==> src/rtl/seven_segment_two_wire_frame_sender_macros.svh <==
// Assertion macros for the two-wire display frame sender.
// Included by the top level; no other dependencies.
`ifndef SEVEN_SEGMENT_TWO_WIRE_FRAME_SENDER_MACROS_SVH
`define SEVEN_SEGMENT_TWO_WIRE_FRAME_SENDER_MACROS_SVH

`ifndef SYNTH
`define SSTW_ASSERT(label, prop) \
  label: assert property (@(posedge clk) disable iff (!rst_n) prop) \
    else $error("sstw assertion failed");
`define SSTW_ASSERT_NEXT(label, cond, expr) \
  label: assert property (@(posedge clk) disable iff (!rst_n) (cond) |=> (expr)) \
    else $error("sstw assertion failed");
`else
`define SSTW_ASSERT(label, prop)
`define SSTW_ASSERT_NEXT(label, cond, expr)
`endif

`endif

==> src/rtl/sstw_pkg.sv <==
// Constants, types and font table for the two-wire display frame sender.
// No dependencies.
package sstw_pkg;

  typedef logic [7:0] byte_t;
  typedef logic [7:0] tick_t;

  localparam tick_t FRAME_TICKS = 8'd138;
  localparam tick_t LAST_TICK   = 8'd137;
  localparam tick_t DATA_BASE   = 8'd22;
  localparam tick_t CTRL_BASE   = 8'd116;
  localparam tick_t UNIT_TICKS  = 8'd18;
  localparam tick_t START_TICKS = 8'd2;
  localparam tick_t ONE_UNIT    = 8'd18;
  localparam tick_t FIVE_UNITS  = 8'd90;

  localparam byte_t CMD_DATA = 8'h40;
  localparam byte_t CMD_ADDR = 8'hC0;
  localparam byte_t CMD_CTRL = 8'h88;
  localparam byte_t POINT_BIT = 8'h80;

  localparam logic [2:0] BRIGHT_RESET = 3'd7;

  localparam byte_t SEG_FONT [16] = '{
    8'h3f, 8'h06, 8'h5b, 8'h4f, 8'h66, 8'h6d, 8'h7d, 8'h07,
    8'h7f, 8'h6f, 8'h77, 8'h7c, 8'h39, 8'h5e, 8'h79, 8'h71
  };

  typedef enum logic [1:0] {
    SEG_CMD  = 2'd0,
    SEG_DATA = 2'd1,
    SEG_CTRL = 2'd2
  } seg_kind_t;

endpackage

==> src/rtl/seven_segment_two_wire_frame_sender.sv <==
// Two-wire seven-segment display frame sender, top level.
// Depends on sstw_pkg and seven_segment_two_wire_frame_sender_macros.svh.
//
// Usage: every input beat is one half-bit timer tick and gives exactly one
// output beat with the clock and data levels for that tick, busy and a
// frame-done mark. A beat with load set while idle latches four hex digits
// and the point flag, and starts a 138-tick frame: data command, address
// command with four segment codes, then display control with brightness.
// The cfg port writes the 3-bit brightness; it is read when the control
// byte is driven.
// The output is registered: the output register holds the result of the beat
// accepted at the previous edge. One beat per cycle is sustained while the
// output is not stalled; the tick sequencer advances one position per beat.
// When the receiver stalls, the output beat holds and the input is stalled
// only while the output register is full and stalled.
// Reset returns the sequencer to idle, empties the output register and sets
// brightness to 7.
`include "seven_segment_two_wire_frame_sender_macros.svh"

module seven_segment_two_wire_frame_sender (
  input  logic       clk,
  input  logic       rst_n,
  input  logic       cfg_wr_en,
  input  logic [2:0] cfg_wr_data,
  input  logic       in_valid,
  output logic       in_stall,
  input  logic       in_load,
  input  logic [3:0] in_digit_a,
  input  logic [3:0] in_digit_b,
  input  logic [3:0] in_digit_c,
  input  logic [3:0] in_digit_d,
  input  logic       in_point_on,
  output logic       out_valid,
  input  logic       out_stall,
  output logic       out_clock_line,
  output logic       out_data_line,
  output logic       out_busy_res,
  output logic       out_frame_done
);
  import sstw_pkg::*;

  logic [2:0] bright_r;
  tick_t      pos_r, pos_nxt;
  logic       active_r, active_nxt;
  byte_t      codes_r [4];
  logic       out_valid_r;
  logic       clk_line_r, data_line_r, busy_r, done_r;

  logic       in_acc, start_w;
  tick_t      p, base, span, r, rr, ubase;
  seg_kind_t  kind;
  logic [2:0] u;
  logic [4:0] q;
  byte_t      cur_byte, pt;
  logic       clk_nxt, data_nxt, done_nxt;

  assign in_stall  = out_valid_r & out_stall;
  assign in_acc    = in_valid & ~in_stall;
  assign start_w   = in_acc & ~active_r & in_load;
  assign pt        = in_point_on ? POINT_BIT : 8'h00;
  assign out_valid = out_valid_r;
  assign out_clock_line = clk_line_r;
  assign out_data_line  = data_line_r;
  assign out_busy_res   = busy_r;
  assign out_frame_done = done_r;

  always_comb begin
    if (start_w) begin
      p = '0;
    end else if (pos_r >= FRAME_TICKS) begin
      p = LAST_TICK;
    end else begin
      p = pos_r;
    end

    if (p < DATA_BASE) begin
      kind = SEG_CMD;
      base = '0;
      span = ONE_UNIT;
    end else if (p < CTRL_BASE) begin
      kind = SEG_DATA;
      base = DATA_BASE;
      span = FIVE_UNITS;
    end else begin
      kind = SEG_CTRL;
      base = CTRL_BASE;
      span = ONE_UNIT;
    end

    r  = p - base;
    rr = r - START_TICKS;

    if (rr < UNIT_TICKS) begin
      u = 3'd0;
    end else if (rr < 8'd36) begin
      u = 3'd1;
    end else if (rr < 8'd54) begin
      u = 3'd2;
    end else if (rr < 8'd72) begin
      u = 3'd3;
    end else begin
      u = 3'd4;
    end
    ubase = 8'(u) * UNIT_TICKS;
    q = 5'(rr - ubase);

    case (kind)
      SEG_CMD:  cur_byte = CMD_DATA;
      SEG_CTRL: cur_byte = CMD_CTRL | {5'd0, bright_r};
      SEG_DATA: begin
        if (u == 3'd0) begin
          cur_byte = CMD_ADDR;
        end else begin
          cur_byte = codes_r[2'(u - 3'd1)];
        end
      end
      default:  cur_byte = CMD_DATA;
    endcase

    if (r < START_TICKS) begin
      clk_nxt  = 1'b1;
      data_nxt = (r == 8'd0);
    end else if (rr < span) begin
      clk_nxt  = q[0];
      data_nxt = (q < 5'd16) ? cur_byte[q[3:1]] : cur_byte[7];
    end else begin
      clk_nxt  = (rr != span);
      data_nxt = 1'b0;
    end

    done_nxt = (p == LAST_TICK);
  end

  always_comb begin
    pos_nxt    = pos_r;
    active_nxt = active_r;
    if (in_acc && (active_r || start_w)) begin
      if (done_nxt) begin
        pos_nxt    = '0;
        active_nxt = 1'b0;
      end else begin
        pos_nxt    = p + 8'd1;
        active_nxt = 1'b1;
      end
    end
  end

  always_ff @(posedge clk) begin
    if (!rst_n) begin
      bright_r    <= BRIGHT_RESET;
      pos_r       <= '0;
      active_r    <= 1'b0;
      out_valid_r <= 1'b0;
    end else begin
      if (cfg_wr_en) begin
        bright_r <= cfg_wr_data;
      end
      pos_r    <= pos_nxt;
      active_r <= active_nxt;
      if (in_acc) begin
        out_valid_r <= 1'b1;
      end else if (!out_stall) begin
        out_valid_r <= 1'b0;
      end
    end
  end

  always_ff @(posedge clk) begin
    if (start_w) begin
      codes_r[0] <= SEG_FONT[in_digit_a] | pt;
      codes_r[1] <= SEG_FONT[in_digit_b] | pt;
      codes_r[2] <= SEG_FONT[in_digit_c] | pt;
      codes_r[3] <= SEG_FONT[in_digit_d] | pt;
    end
    if (in_acc) begin
      if (active_r || start_w) begin
        clk_line_r  <= clk_nxt;
        data_line_r <= data_nxt;
        busy_r      <= 1'b1;
        done_r      <= done_nxt;
      end else begin
        clk_line_r  <= 1'b1;
        data_line_r <= 1'b1;
        busy_r      <= 1'b0;
        done_r      <= 1'b0;
      end
    end
  end

  `SSTW_ASSERT(a_pos_range, pos_r < FRAME_TICKS)
  `SSTW_ASSERT(a_idle_pos_zero, !active_r |-> (pos_r == 8'd0))
  `SSTW_ASSERT_NEXT(a_idle_stays, in_acc && !active_r && !in_load, !active_r)
  `SSTW_ASSERT_NEXT(a_done_ends, in_acc && active_r && (pos_r == LAST_TICK),
                    !active_r && out_frame_done && out_busy_res)

endmodule

==> config.mk <==
export PLATFORM = sky130hd
export DESIGN_NAME = seven_segment_two_wire_frame_sender
export DESIGN_NICKNAME = d
export VERILOG_FILES = /design/src/rtl/sstw_pkg.sv /design/src/rtl/seven_segment_two_wire_frame_sender.sv
export VERILOG_INCLUDE_DIRS = /design/src /design/src/rtl
export SDC_FILE = /design/constraint.sdc
export NUM_CORES = 1
export LEC_CHECK = 0
export ABC_AREA = 1
export BUFFER_PORTS_ARGS = -buffer_cell sky130_fd_sc_hd__clkbuf_2
export CAP_MARGIN = 25
export CORE_MARGIN = 5
export CORE_UTILIZATION = 30
export CTS_BUF_LIST = sky130_fd_sc_hd__clkbuf_8
export DETAILED_ROUTE_END_ITERATION = 8
export PLACE_DENSITY = 0.45
export SYNTH_ARGS = -nofsm -noshare
export SYNTH_HDL_FRONTEND = slang
export SYNTH_SLANG_ARGS = --single-unit
==> constraint.sdc <==
create_clock -name clk -period 6.8 [get_ports clk]
set_input_delay 0.34 -clock clk [delete_from_list [all_inputs] [get_ports clk]]
set_output_delay 0.34 -clock clk [all_outputs]
set_load 0.05 [all_outputs]
Yosys cells after proc, flatten, opt, wreduce, memory -nomap -nowiden
Memory sizes are Yosys's and may differ from the RTL's.
Cells that the tools add are included.
{"block": "totals", "ff_bits": 17, "ram_bits": 32, "mem_bits_ro": 512, "input_bits": 26, "wordCells": 95, "mem_count": 5}
{"name": "(name not given)", "words": 16, "word_bits": 8, "rd": 1, "rd_clocked_by_memory_dff": 0, "wr": 0, "line_no": "seven_segment_two_wire_frame_sender.sv:173", "source": "codes_r[3] <= SEG_FONT[in_digit_d] | pt;"}
{"name": "(name not given)", "words": 16, "word_bits": 8, "rd": 1, "rd_clocked_by_memory_dff": 0, "wr": 0, "line_no": "seven_segment_two_wire_frame_sender.sv:172", "source": "codes_r[2] <= SEG_FONT[in_digit_c] | pt;"}
{"name": "(name not given)", "words": 16, "word_bits": 8, "rd": 1, "rd_clocked_by_memory_dff": 0, "wr": 0, "line_no": "seven_segment_two_wire_frame_sender.sv:171", "source": "codes_r[1] <= SEG_FONT[in_digit_b] | pt;"}
{"name": "(name not given)", "words": 16, "word_bits": 8, "rd": 1, "rd_clocked_by_memory_dff": 0, "wr": 0, "line_no": "seven_segment_two_wire_frame_sender.sv:170", "source": "codes_r[0] <= SEG_FONT[in_digit_a] | pt;"}
{"name": "codes_r", "words": 4, "word_bits": 8, "rd": 1, "rd_clocked_by_memory_dff": 0, "wr": 4, "line_no": "seven_segment_two_wire_frame_sender.sv:45", "source": "byte_t codes_r [4];"}
{"block": "op_classes", "addsub": 5, "mul": 1, "order_cmp": 15, "eq_ne": 5, "muxes": 36, "bitwise_logic": 15, "reduce_logical": 5}
{"op": "$mux 8", "n": 13}
{"op": "$or 8x8->8", "n": 4}
{"op": "$mux 7", "n": 4}
{"op": "$ge 5x5->1 const B", "n": 4}
{"op": "$not 4->5", "n": 4}
{"op": "$lt 8x5->1 const B", "n": 2}
{"op": "$lt 8x6->1 const B", "n": 2}
{"op": "$lt 8x7->1 const B", "n": 2}
{"op": "$pmux 8 s2", "n": 1}
{"op": "$mux 3", "n": 4}
{"op": "$mux 1", "n": 11}
{"op": "$add 8x1->8 const B", "n": 1}
{"op": "$eq 8x8->1 const B", "n": 1}
{"op": "$ge 8x8->1 const B", "n": 1}
{"op": "$logic_not 8->1", "n": 1}
{"op": "$lt 8x2->1 const B", "n": 1}
{"op": "$lt 8x7->1", "n": 1}
{"op": "$ne 8x7->1", "n": 1}
{"op": "$sub 8x2->8 const B", "n": 1}
{"op": "$sub 8x8->8", "n": 1}
{"op": "$lt 5x5->1 const B", "n": 1}
{"op": "$sub 5x5->5", "n": 1}
{"op": "$and 1x1->1", "n": 4}
{"op": "$lt 3x4->1 const B", "n": 1}
{"op": "other kinds (12)", "n": 15}

Logic depth before layout (Yosys ltp)
Gate-level depths: netlist of run 1.
An unclocked memory read counts as a cell.
{"block": "depth", "ltp_word": 25, "depth_mapped": 42}

Worst setup path after synthesis of run 1
OpenSTA, ideal clock, no wires.
{"block": "synth_path", "path_kind": "register to register", "startpoint": "register out_valid_r, in the netlist out_valid", "endpoint": "register data_line_r, in the netlist out_data_line, data pin", "setup_ps": 252, "t_arrival_ps": 5584, "required_time_ps": 6548, "slack_ps": 964, "path_stages_with_launch": 35, "synth_period_minus_slack_ps": 5836, "path_cell_list": "dfxtp_1 nand2_2 inv_2 nor2_8 nand3_4 inv_1 nor3_1 inv_1 nor2_1 nand2_1 inv_1 a21oi_1 inv_1 nor2_1 ha_1 fa_1 ha_1 nand3_2 nor2_1 nand3_1 nand2_1 nand2_2 nor2_8 buf_4 o21ai_0 ha_1 nand3_1 nand2_1 xor2_1 xor2_1 inv_1 a21oi_1 nor3_1 nand2_1 nand2_1"}
{"block": "synth_via", "elab_chain_cells": 25}
{"item": "start: declaration", "line_no": "seven_segment_two_wire_frame_sender.sv:46", "source": "logic out_valid_r;"}
{"item": "start signal: assignment", "line_no": "seven_segment_two_wire_frame_sender.sv:153", "source": "out_valid_r <= 1'b0;"}
{"item": "start signal: assignment", "line_no": "seven_segment_two_wire_frame_sender.sv:161", "source": "out_valid_r <= 1'b1;"}
{"item": "start signal: assignment", "line_no": "seven_segment_two_wire_frame_sender.sv:163", "source": "out_valid_r <= 1'b0;"}
{"item": "$and 1x1->1 *", "line_no": "seven_segment_two_wire_frame_sender.sv:57", "source": "assign in_stall = out_valid_r & out_stall;"}
{"item": "named net in_stall", "line_no": "seven_segment_two_wire_frame_sender.sv:26", "source": "output logic in_stall,"}
{"item": "$not 1->1 *", "line_no": "seven_segment_two_wire_frame_sender.sv:58", "source": "assign in_acc = in_valid & ~in_stall;"}
{"item": "$and 1x1->1 *", "line_no": "seven_segment_two_wire_frame_sender.sv:58"}
{"item": "named net in_acc", "line_no": "seven_segment_two_wire_frame_sender.sv:49", "source": "logic in_acc, start_w;"}
{"item": "$and 1x1->1 * (2 in a row)", "line_no": "seven_segment_two_wire_frame_sender.sv:59", "source": "assign start_w = in_acc & ~active_r & in_load;"}
{"item": "named net start_w", "line_no": "seven_segment_two_wire_frame_sender.sv:49"}
{"item": "parallel branches: the longest is 20 deep, another holds $lt 8x7->1"}
{"item": "end signal: assignment", "line_no": "seven_segment_two_wire_frame_sender.sv:178", "source": "data_line_r <= data_nxt;"}
{"item": "end: declaration", "line_no": "seven_segment_two_wire_frame_sender.sv:47", "source": "logic clk_line_r, data_line_r, busy_r, done_r;"}
Mark *: on every way through the listed nets, which the timed path passes. The select of a mux whose other input is x is not followed.
A chain may end at the register's enable or synchronous reset.

Final worst setup path of run 1
{"block": "layout_path", "startpoint": "register out_valid_r, in the netlist out_valid", "endpoint": "register data_line_r, in the netlist out_data_line, data pin"}
{"block": "layout_via", "elab_chain_cells": 25}
{"item": "$and 1x1->1 *", "line_no": "seven_segment_two_wire_frame_sender.sv:57"}
{"item": "$not 1->1 *", "line_no": "seven_segment_two_wire_frame_sender.sv:58"}
{"item": "$and 1x1->1 *", "line_no": "seven_segment_two_wire_frame_sender.sv:58"}
{"item": "named net in_acc", "line_no": "seven_segment_two_wire_frame_sender.sv:49"}
{"item": "$and 1x1->1 * (2 in a row)", "line_no": "seven_segment_two_wire_frame_sender.sv:59"}
{"item": "named net start_w", "line_no": "seven_segment_two_wire_frame_sender.sv:49"}
{"item": "parallel branches: the longest is 20 deep, another holds $lt 8x7->1"}
Marked as above.

==> run_results.csv, run 1 <==
group,metric,value,unit
logic_synthesis,synth_edf_count,33,
clocking,ctsHoldBuffers,0,
route,route.met3.wl,219,um
clocking,cts_buffers,5,
pwr,intPower,0.454,mW
logic_synthesis,ys_async_sr_fraction,0,%
floorplan,fp.dieArea,15800,um^2
layout,nets,663,
min_path,worstHoldStart,"in_point_on",
global_routing,grt_remaining_overflow,0,
run,drv_cap,0,
logic_synthesis,syn_avg_cell_area,7.18,um^2
setup_path,crit_path_start,"out_valid$_SDFFE_PN0P_",
pwr,p_seq_share,52.8,%
pwr,cellLeakagePower,2.25,nW
layout,area_growth,11.5,%
min_path,holdPathStages,1,
timing,rsz0062_at_grt,"no",
layout,drive_gt1_share,11.4,%
layout,fillCellCount,1414,
setup_path,cpLargestDelayFamily,"simple AND/OR/NAND/NOR gates",
route,routed_wl,9020,um
floorplan,initial_core_util,30.4,%
setup_path,critPathLaunchType,"flop",
logic_synthesis,yosys.area.top_type,"edfxtp_1",
pwr,ir_worst_vdd,0.0735,mV
clocking,postCtsSetupBuffers,0,
logic_synthesis,synth.most_common_cell,"nand2_1",
timing,min_period,5.66,ns
timing,post-route-period-util,83.3,%
pwr,power_density,136,nW/um^2
route,detail-route-antenna-nets,0,
timing,tns,0,ns
min_path,hold_path.class,"primary input to flop",
placed_design,place.gp.congestion,0.852,
setup_path,critPathBufInv,9,
placed_design,dpl.hpwl,7460,um
timing,hold_viol,0,
global_routing,grt_pass1_wl,15600,um
floorplan,die_x,126,um
route,viasPerCell,4.56,
route,routed-wl-met2,4260,um
setup_path,cpMostUsedCell,"inv_1",
pwr,sw_frac_of_total,25.5,%
clocking,cts_buffer_depth,2,
timing,worst_clock_skew,0.0104,ns
outcome,outcome,"completed",
global_routing,grt_start_max_net_pins,32,
global_routing,antenna_found_initial,0,
clocking,htreeDepth,2,
setup_path,cp.arrival,5.73,ns
logic_synthesis,synth_fp_nets,628,
logic_synthesis,syn_inst,558,
placed_design,post-place-cells,762,
clocking,cts-root-buf,"clkbuf_8",
logic_synthesis,synthTopCellsByCount,"nand2_1, inv_1, nand3_1, ha_1, edfxtp_1",
placed_design,portBuffers,31,
setup_path,critPathKind,"flop to flop",
clocking,clk_latency,0.30,ns
floorplan,die_h,126,um
layout,instances_no_fill,770,
route,drc_errors,0,
floorplan,core_region_area,13200,um^2
floorplan,io_pins,32,
timing,slew_headroom,68.1,%
clocking,cts.clk_slew.worst_paths,0.09,ns
setup_path,worst_path_max_delay_cell,"fa_1",
timing,fmax,0.177,GHz
logic_synthesis,synth.area.top_cells,"edfxtp_1, nand2_1, ha_1, inv_1, nand3_1",
pwr,comb_power_share,15.4,%
logic_synthesis,yosysTopAreaCellShare,24.7,%
timing,worst_pin_slew,0.474,ns
global_routing,grt_usage,11.6,%
logic_synthesis,ys.warnings.count,0,
pwr,switchingPower,0.155,mW
route,routed.top_layer,"met4",
logic_synthesis,syn-cell-area,4010,um^2
layout,antenna-diode-count,0,
layout,seq_area,1250,um^2
clocking,ctsResizeCount,0,
layout,fin_util,33.9,%
setup_path,worst-path-stages,36,
layout,multiInputGateArea,2330,um^2
route,met1_length,4420,um
clocking,cts_sinks,46,
logic_synthesis,ys_ff_latch,46,
clocking,cts_tree,"done",
setup_path,rr_worst_depth,36,
timing,slew_violations,0,
setup_path,worstPathRequired,6.87,ns
route,vias,3509,
logic_synthesis,synth_top_flop_cell,"edfxtp_1",
setup_path,max_stage_delay,0.56,ns
setup_path,critPathMaxFanout,17,
route,wl_per_cell,11.7,um
pwr,p_clk_share,31.8,%
route,drtIter0Drc,179,
logic_synthesis,yosysSeqAreaShare,31.2,%
timing,setup_viol,0,
setup_path,worstReg2RegStart,"out_valid$_SDFFE_PN0P_",
floorplan,rows,42,
route,firstDrtPassIters,4,
logic_synthesis,synthDistinctLibCells,35,
setup_path,end_kind,"flop",
global_routing,grt_pass1_vias,3385,
[final timing paths]
kind,endpoint,slack (ns)
setup reg to reg,out_data_line$_SDFFCE_PP1P_,1.14
hold reg to reg,pos_r[0]$_SDFFE_PN0P_,0.48
setup / recovery,out_data_line$_SDFFCE_PP1P_,1.14
hold / removal,codes_r[3][7]$_DFFE_PP_,0.24
[metrics by stage]
stage / setup WS, ns / area (um^2) / power, mW / hold slack [ns]
after floorplan: 0.964 / 4010 / 0.390 / 0.424
after global placement: 1.16 / 4360 / 0.423 / 0.459
after detailed placement: 1.08 / 4360 / 0.424 / 0.467
after global routing: 0.478 / 4470 / 0.644 / 0.238
final: 1.14 / 4470 / 0.609 / 0.240
after CTS: 1.13 / 4470 / 0.620 / 0.241
[placed cells by master (no fill, tap or decap), types with 4 or more instances in the layout]
master	instances
nand2_1	142
nor2_1	32
edfxtp_1	33
inv_2	6
nand3_1	63
nand2_2	11
nand2_4	4
nor3_1	6
a31oi_1	9
xor2_1	4
o21ai_0	30
inv_1	100
dfxtp_1	13
clkbuf_2	31
ha_1	42
a21oi_1	29
nand3b_1	7
nand4_1	6
clkbuf_8	5
[final cells by class]
type                            instances  area share [%]
Multi-Input combinational cell        404            52.3
Clock inverter                          3           0.841
Timing Repair Buffer                   32            3.64
Inverter                              104            8.74
Tap cell                              176            4.93
Sequential cell                        46            28.0
Clock buffer                            5            1.54
[routing by layer]
| metal | track usage, % | vias to the layer above |
|---|---|---|
| met2 | 19.6 | 57 |
| met5 | 0 | - |
| met3 | 1.54 | 10 |
| li1 | - | 1882 |
| met4 | 3.19 | 0 |
| met1 | 15.6 | 1560 |
[cell families after synthesis]
family / Yosys count / share of synthesized area [%]
adder cells (fa/ha/maj): 44 / 14.1
XOR/XNOR: 5 / 1.09
AND/OR/NAND/NOR: 281 / 33.2
AO/OA/AOI/OAI: 74 / 9.84
buffers and inverters: 108 / 10.5
flip-flops: 46 / 31.2
[power groups by stage]
stage / clock [mW] / combinational (mW) / sequential (mW)
finish: 0.194 / 0.0939 / 0.321
global route: 0.213 / 0.109 / 0.323
CTS: 0.202 / 0.0956 / 0.322
detailed placement: 0 / 0.0953 / 0.328
global placement: 0 / 0.0945 / 0.328
floorplan: 0 / 0.0593 / 0.331
[state kept, by name, indices dropped and copies added (netlist names)]
signal and flops:
active_r 1, bright_r 3, codes_r 29, out_busy_res 1, out_clock_line 1, out_data_line 1, out_frame_done 1, out_valid 1
pos_r 8
No activity file was read; power rests on OpenSTA's default activity.
==> run 2: changes to the inputs <==
--- a/config.mk
+++ b/config.mk
@@ -6,14 +6,14 @@
 export SDC_FILE = /design/constraint.sdc
 export NUM_CORES = 1
 export LEC_CHECK = 0
-export ABC_AREA = 1
+export ABC_AREA = 0
 export BUFFER_PORTS_ARGS = -buffer_cell sky130_fd_sc_hd__clkbuf_2
 export CAP_MARGIN = 25
 export CORE_MARGIN = 5
 export CORE_UTILIZATION = 30
 export CTS_BUF_LIST = sky130_fd_sc_hd__clkbuf_8
 export DETAILED_ROUTE_END_ITERATION = 8
-export PLACE_DENSITY = 0.45
+export PLACE_DENSITY = 0.46
 export SYNTH_ARGS = -nofsm -noshare
 export SYNTH_HDL_FRONTEND = slang
 export SYNTH_SLANG_ARGS = --single-unit
==> constraint.sdc (replaced) <==
create_clock -name clk -period 4.8 [get_ports clk]
set_input_delay 0.24 -clock clk [delete_from_list [all_inputs] [get_ports clk]]
set_output_delay 0.24 -clock clk [all_outputs]
set_load 0.05 [all_outputs]
==> run 2 against run 1 <==
  * The run now ends with negative setup slack left
  * Hold slack got worse by 0.096 ns
  * Via count rose by 0.14%
  * Clock skew rose by 0.0075 ns
  * Critical path depth fell by 14
  * Clock-buffer cell count stayed put
  * Clock power increased by 33%
  * Utilization is 5.3 points higher
  * Sequential share of layout area decreased by 3.7 points
==> run_results.csv, run 2 <==
group,metric,value,unit
floorplan,initial_core_util,30.7,%
setup_path,end_kind,"flop",
floorplan,die_h,126,um
pwr,cellLeakagePower,2.22,nW
pwr,power_density,165,nW/um^2
min_path,hold_path.class,"primary input to flop",
logic_synthesis,yosysTopAreaCellShare,24.4,%
global_routing,grt_start_max_net_pins,31,
pwr,ir_worst_vdd,0.0954,mV
logic_synthesis,ys.warnings.count,0,
global_routing,grt_remaining_overflow,0,
outcome,violations,"negative setup slack",
timing,hold_viol,0,
route,wl_per_cell,14.6,um
setup_path,rr_worst_depth,22,
placed_design,portBuffers,31,
logic_synthesis,synth_compound_area_share,21.4,%
clocking,htreeDepth,2,
global_routing,antenna_found_initial,0,
setup_path,crit_chain,"or4_1 -> and2_1 -> nor2_1 -> nand2_2 -> fa_1 -> buf_4 -> nor2_1 -> a32oi_2 -> a21oi_2 -> a32oi_1 -> buf_4 -> o221ai_2 -> a31oi_1 -> a21oi_2 -> inv_2 -> ha_4 -> inv_2 -> fa_2 -> a211oi_2 -> nor3b_2 -> nor4b_2 -> a221o_1",
clocking,cts_buffer_depth,2,
setup_path,worstPathRequired,4.85,ns
logic_synthesis,synth_edf_count,33,
logic_synthesis,synth_xor_area_share,3.02,%
clocking,cts.clk_slew.worst_paths,0.11,ns
setup_path,worst-path-stages,22,
setup_path,max_stage_delay,0.54,ns
floorplan,rows,42,
layout,area_growth,27.7,%
clocking,cts_buffers,5,
floorplan,core_region_area,13200,um^2
clocking,ctsHoldBuffers,0,
timing,slew_violations,0,
timing,worst_pin_slew,1.10,ns
clocking,cts_tree,"done",
route,viasPerCell,4.94,
floorplan,io_pins,32,
timing,hold_ws,0.144,ns
layout,antenna-diode-count,0,
outcome,outcome,"finished, violations left",
timing,fmax,0.197,GHz
setup_path,critPathMaxFanout,6,
logic_synthesis,synth_top_family_by_area,"compound AO/OA/AOI/OAI gates",
global_routing,grt_usage,13.1,%
setup_path,critPathKind,"flop to flop",
logic_synthesis,syn-cell-area,4060,um^2
layout,nets,605,
layout,largest_reg_flops,29,
logic_synthesis,syn_inst,441,
clocking,cts_sinks,46,
route,drtIter0Drc,210,
layout,final_common_cell,"buf_4",
logic_synthesis,synth_top_flop_cell,"edfxtp_1",
timing,fin_ws,-0.273,ns
route,firstDrtPassIters,4,
timing,slew_headroom,27.0,%
layout,regMostFlops,"codes_r",
setup_path,cpLargestDelayFamily,"compound AO/OA/AOI/OAI gates",
logic_synthesis,synth_mux_area_share,7.74,%
setup_path,critPathBufInv,4,
logic_synthesis,synthTopCellsByCount,"ha_1, inv_1, edfxtp_1, nand2_1, nor2_1",
global_routing,grt_pass1_wl,17400,um
floorplan,fp.dieArea,16000,um^2
timing,setup_viol,1,
route,routed_wl,10400,um
layout,instances_no_fill,712,
layout,final_cell_mix,"buf_4, ha_1, inv_1",
run,drv_cap,0,
setup_path,cp.arrival,5.13,ns
logic_synthesis,yosysSeqAreaShare,30.8,%
clocking,cts-root-buf,"clkbuf_8",
logic_synthesis,ys_ff_latch,46,
logic_synthesis,synthAdderAreaFrac,13.9,%
logic_synthesis,synth_fp_nets,511,
route,drc_errors,0,
logic_synthesis,syn_avg_cell_area,9.20,um^2
placed_design,place.gp.congestion,0.848,
route,detail-route-antenna-nets,0,
timing,worst_clock_skew,0.0178,ns
clocking,clk_latency,0.31,ns
timing,rsz0062_at_grt,"yes",
min_path,holdPathStages,1,
placed_design,dpl.hpwl,8310,um
logic_synthesis,ys_async_sr_fraction,0,%
layout,largest_registers,"codes_r (29), pos_r (8), bright_r (3)",
layout,fin_util,39.1,%
setup_path,worst_path_max_delay_cell,"or4_1",
timing,min_period,5.07,ns
setup_path,critPathLaunchType,"flop",
placed_design,post-place-cells,702,
logic_synthesis,yosys.area.top_type,"edfxtp_1",
logic_synthesis,synth.most_common_cell,"ha_1",
logic_synthesis,synth-simple-area-share,16.9,%
global_routing,grt_pass1_vias,3526,
layout,fillCellCount,1371,
logic_synthesis,synthDistinctLibCells,72,
logic_synthesis,synth.area.top_cells,"edfxtp_1, ha_1, dfxtp_1, mux4_2, inv_1",
layout,drive_gt1_share,32.1,%
floorplan,die_x,126,um
route,vias,3514,
pwr,power,0.856,mW
timing,post-route-period-util,106,%
-- run 2: cell count changes after synthesis, sizes merged, moves of 14 or more --
cell    change
nor2b      +22
inv        -65
nand2     -131
nand3      -56
a22oi      +14
clkbuf     +16
-- run 2: metrics by stage --
step	setup WS [ns]	TNS, ns	cell area, um^2
3_5_place_dp	-0.367	-0.367	4980
4_1_cts	-0.326	-0.326	5120
3_3_place_gp	-0.270	-0.270	4980
6_report	-0.273	-0.273	5180
5_1_grt	-0.554	-0.554	5180
2_1_floorplan	-0.358	-0.358	4140
-- run 2: cells by family (layout without fill, tap and decap cells) --
family,after synthesis,in the layout
buffers and inverters,61,156
AO/OA/AOI/OAI,123,123
multiplexers,21,21
adder cells (fa/ha/maj),44,44
flip-flops,46,46
XOR/XNOR,14,14
AND/OR/NAND/NOR,132,132
-- run 2: worst paths after layout --
path                                                from                          end  slack (ns)
worst min-delay path                         in_point_on      codes_r[3][7]$_DFFE_PP_        0.14
worst max register to register     pos_r[3]$_SDFFE_PN0P_  out_data_line$_SDFFCE_PP1P_       -0.27
worst min register to register  bright_r[0]$_SDFFE_PN1P_     bright_r[0]$_SDFFE_PN1P_        0.52
worst max-delay path               pos_r[3]$_SDFFE_PN0P_  out_data_line$_SDFFCE_PP1P_       -0.27
-- run 2: power breakdown --
| group | internal, mW | leakage, nW | switching [mW] |
|---|---|---|---|
| Clock | 0.108 | 0.0495 | 0.149 |
| Combinational | 0.0604 | 1.77 | 0.0846 |
| Sequential | 0.446 | 0.401 | 0.00677 |
| Total | 0.615 | 2.22 | 0.241 |
-- run 2: cell type report --
cell class,instances,area (um^2),share of cell area [%]
multi-input combinational,334,2710,52.4
sequential,46,1260,24.3
timing repair buffer,109,741,14.3
tap,176,220,4.25
inverter,39,154,2.97
clock buffer,5,68.8,1.33
clock inverter,3,26.3,0.507
-- run 2: per-layer routing --
metal | routed length [um] | share of wire, % | track usage [%] | up-vias
li1 | - | - | - | 1794
met1 | 4730 | 45 | 17.0 | 1672
met2 | 5380 | 52 | 23.6 | 41
met3 | 208 | 2.0 | 1.64 | 7
met4 | 80 | 0.77 | 2.59 | 0
met5 | 0 | 0 | 0 | -
-- run 2: timing repair --
action / 4_1_cts / 5_1_grt
gates resized for setup: 9 / 15
buffers inserted: 1 / 1
endpoints found under the setup margin: 1 / 1
pin swaps: 3 / 3
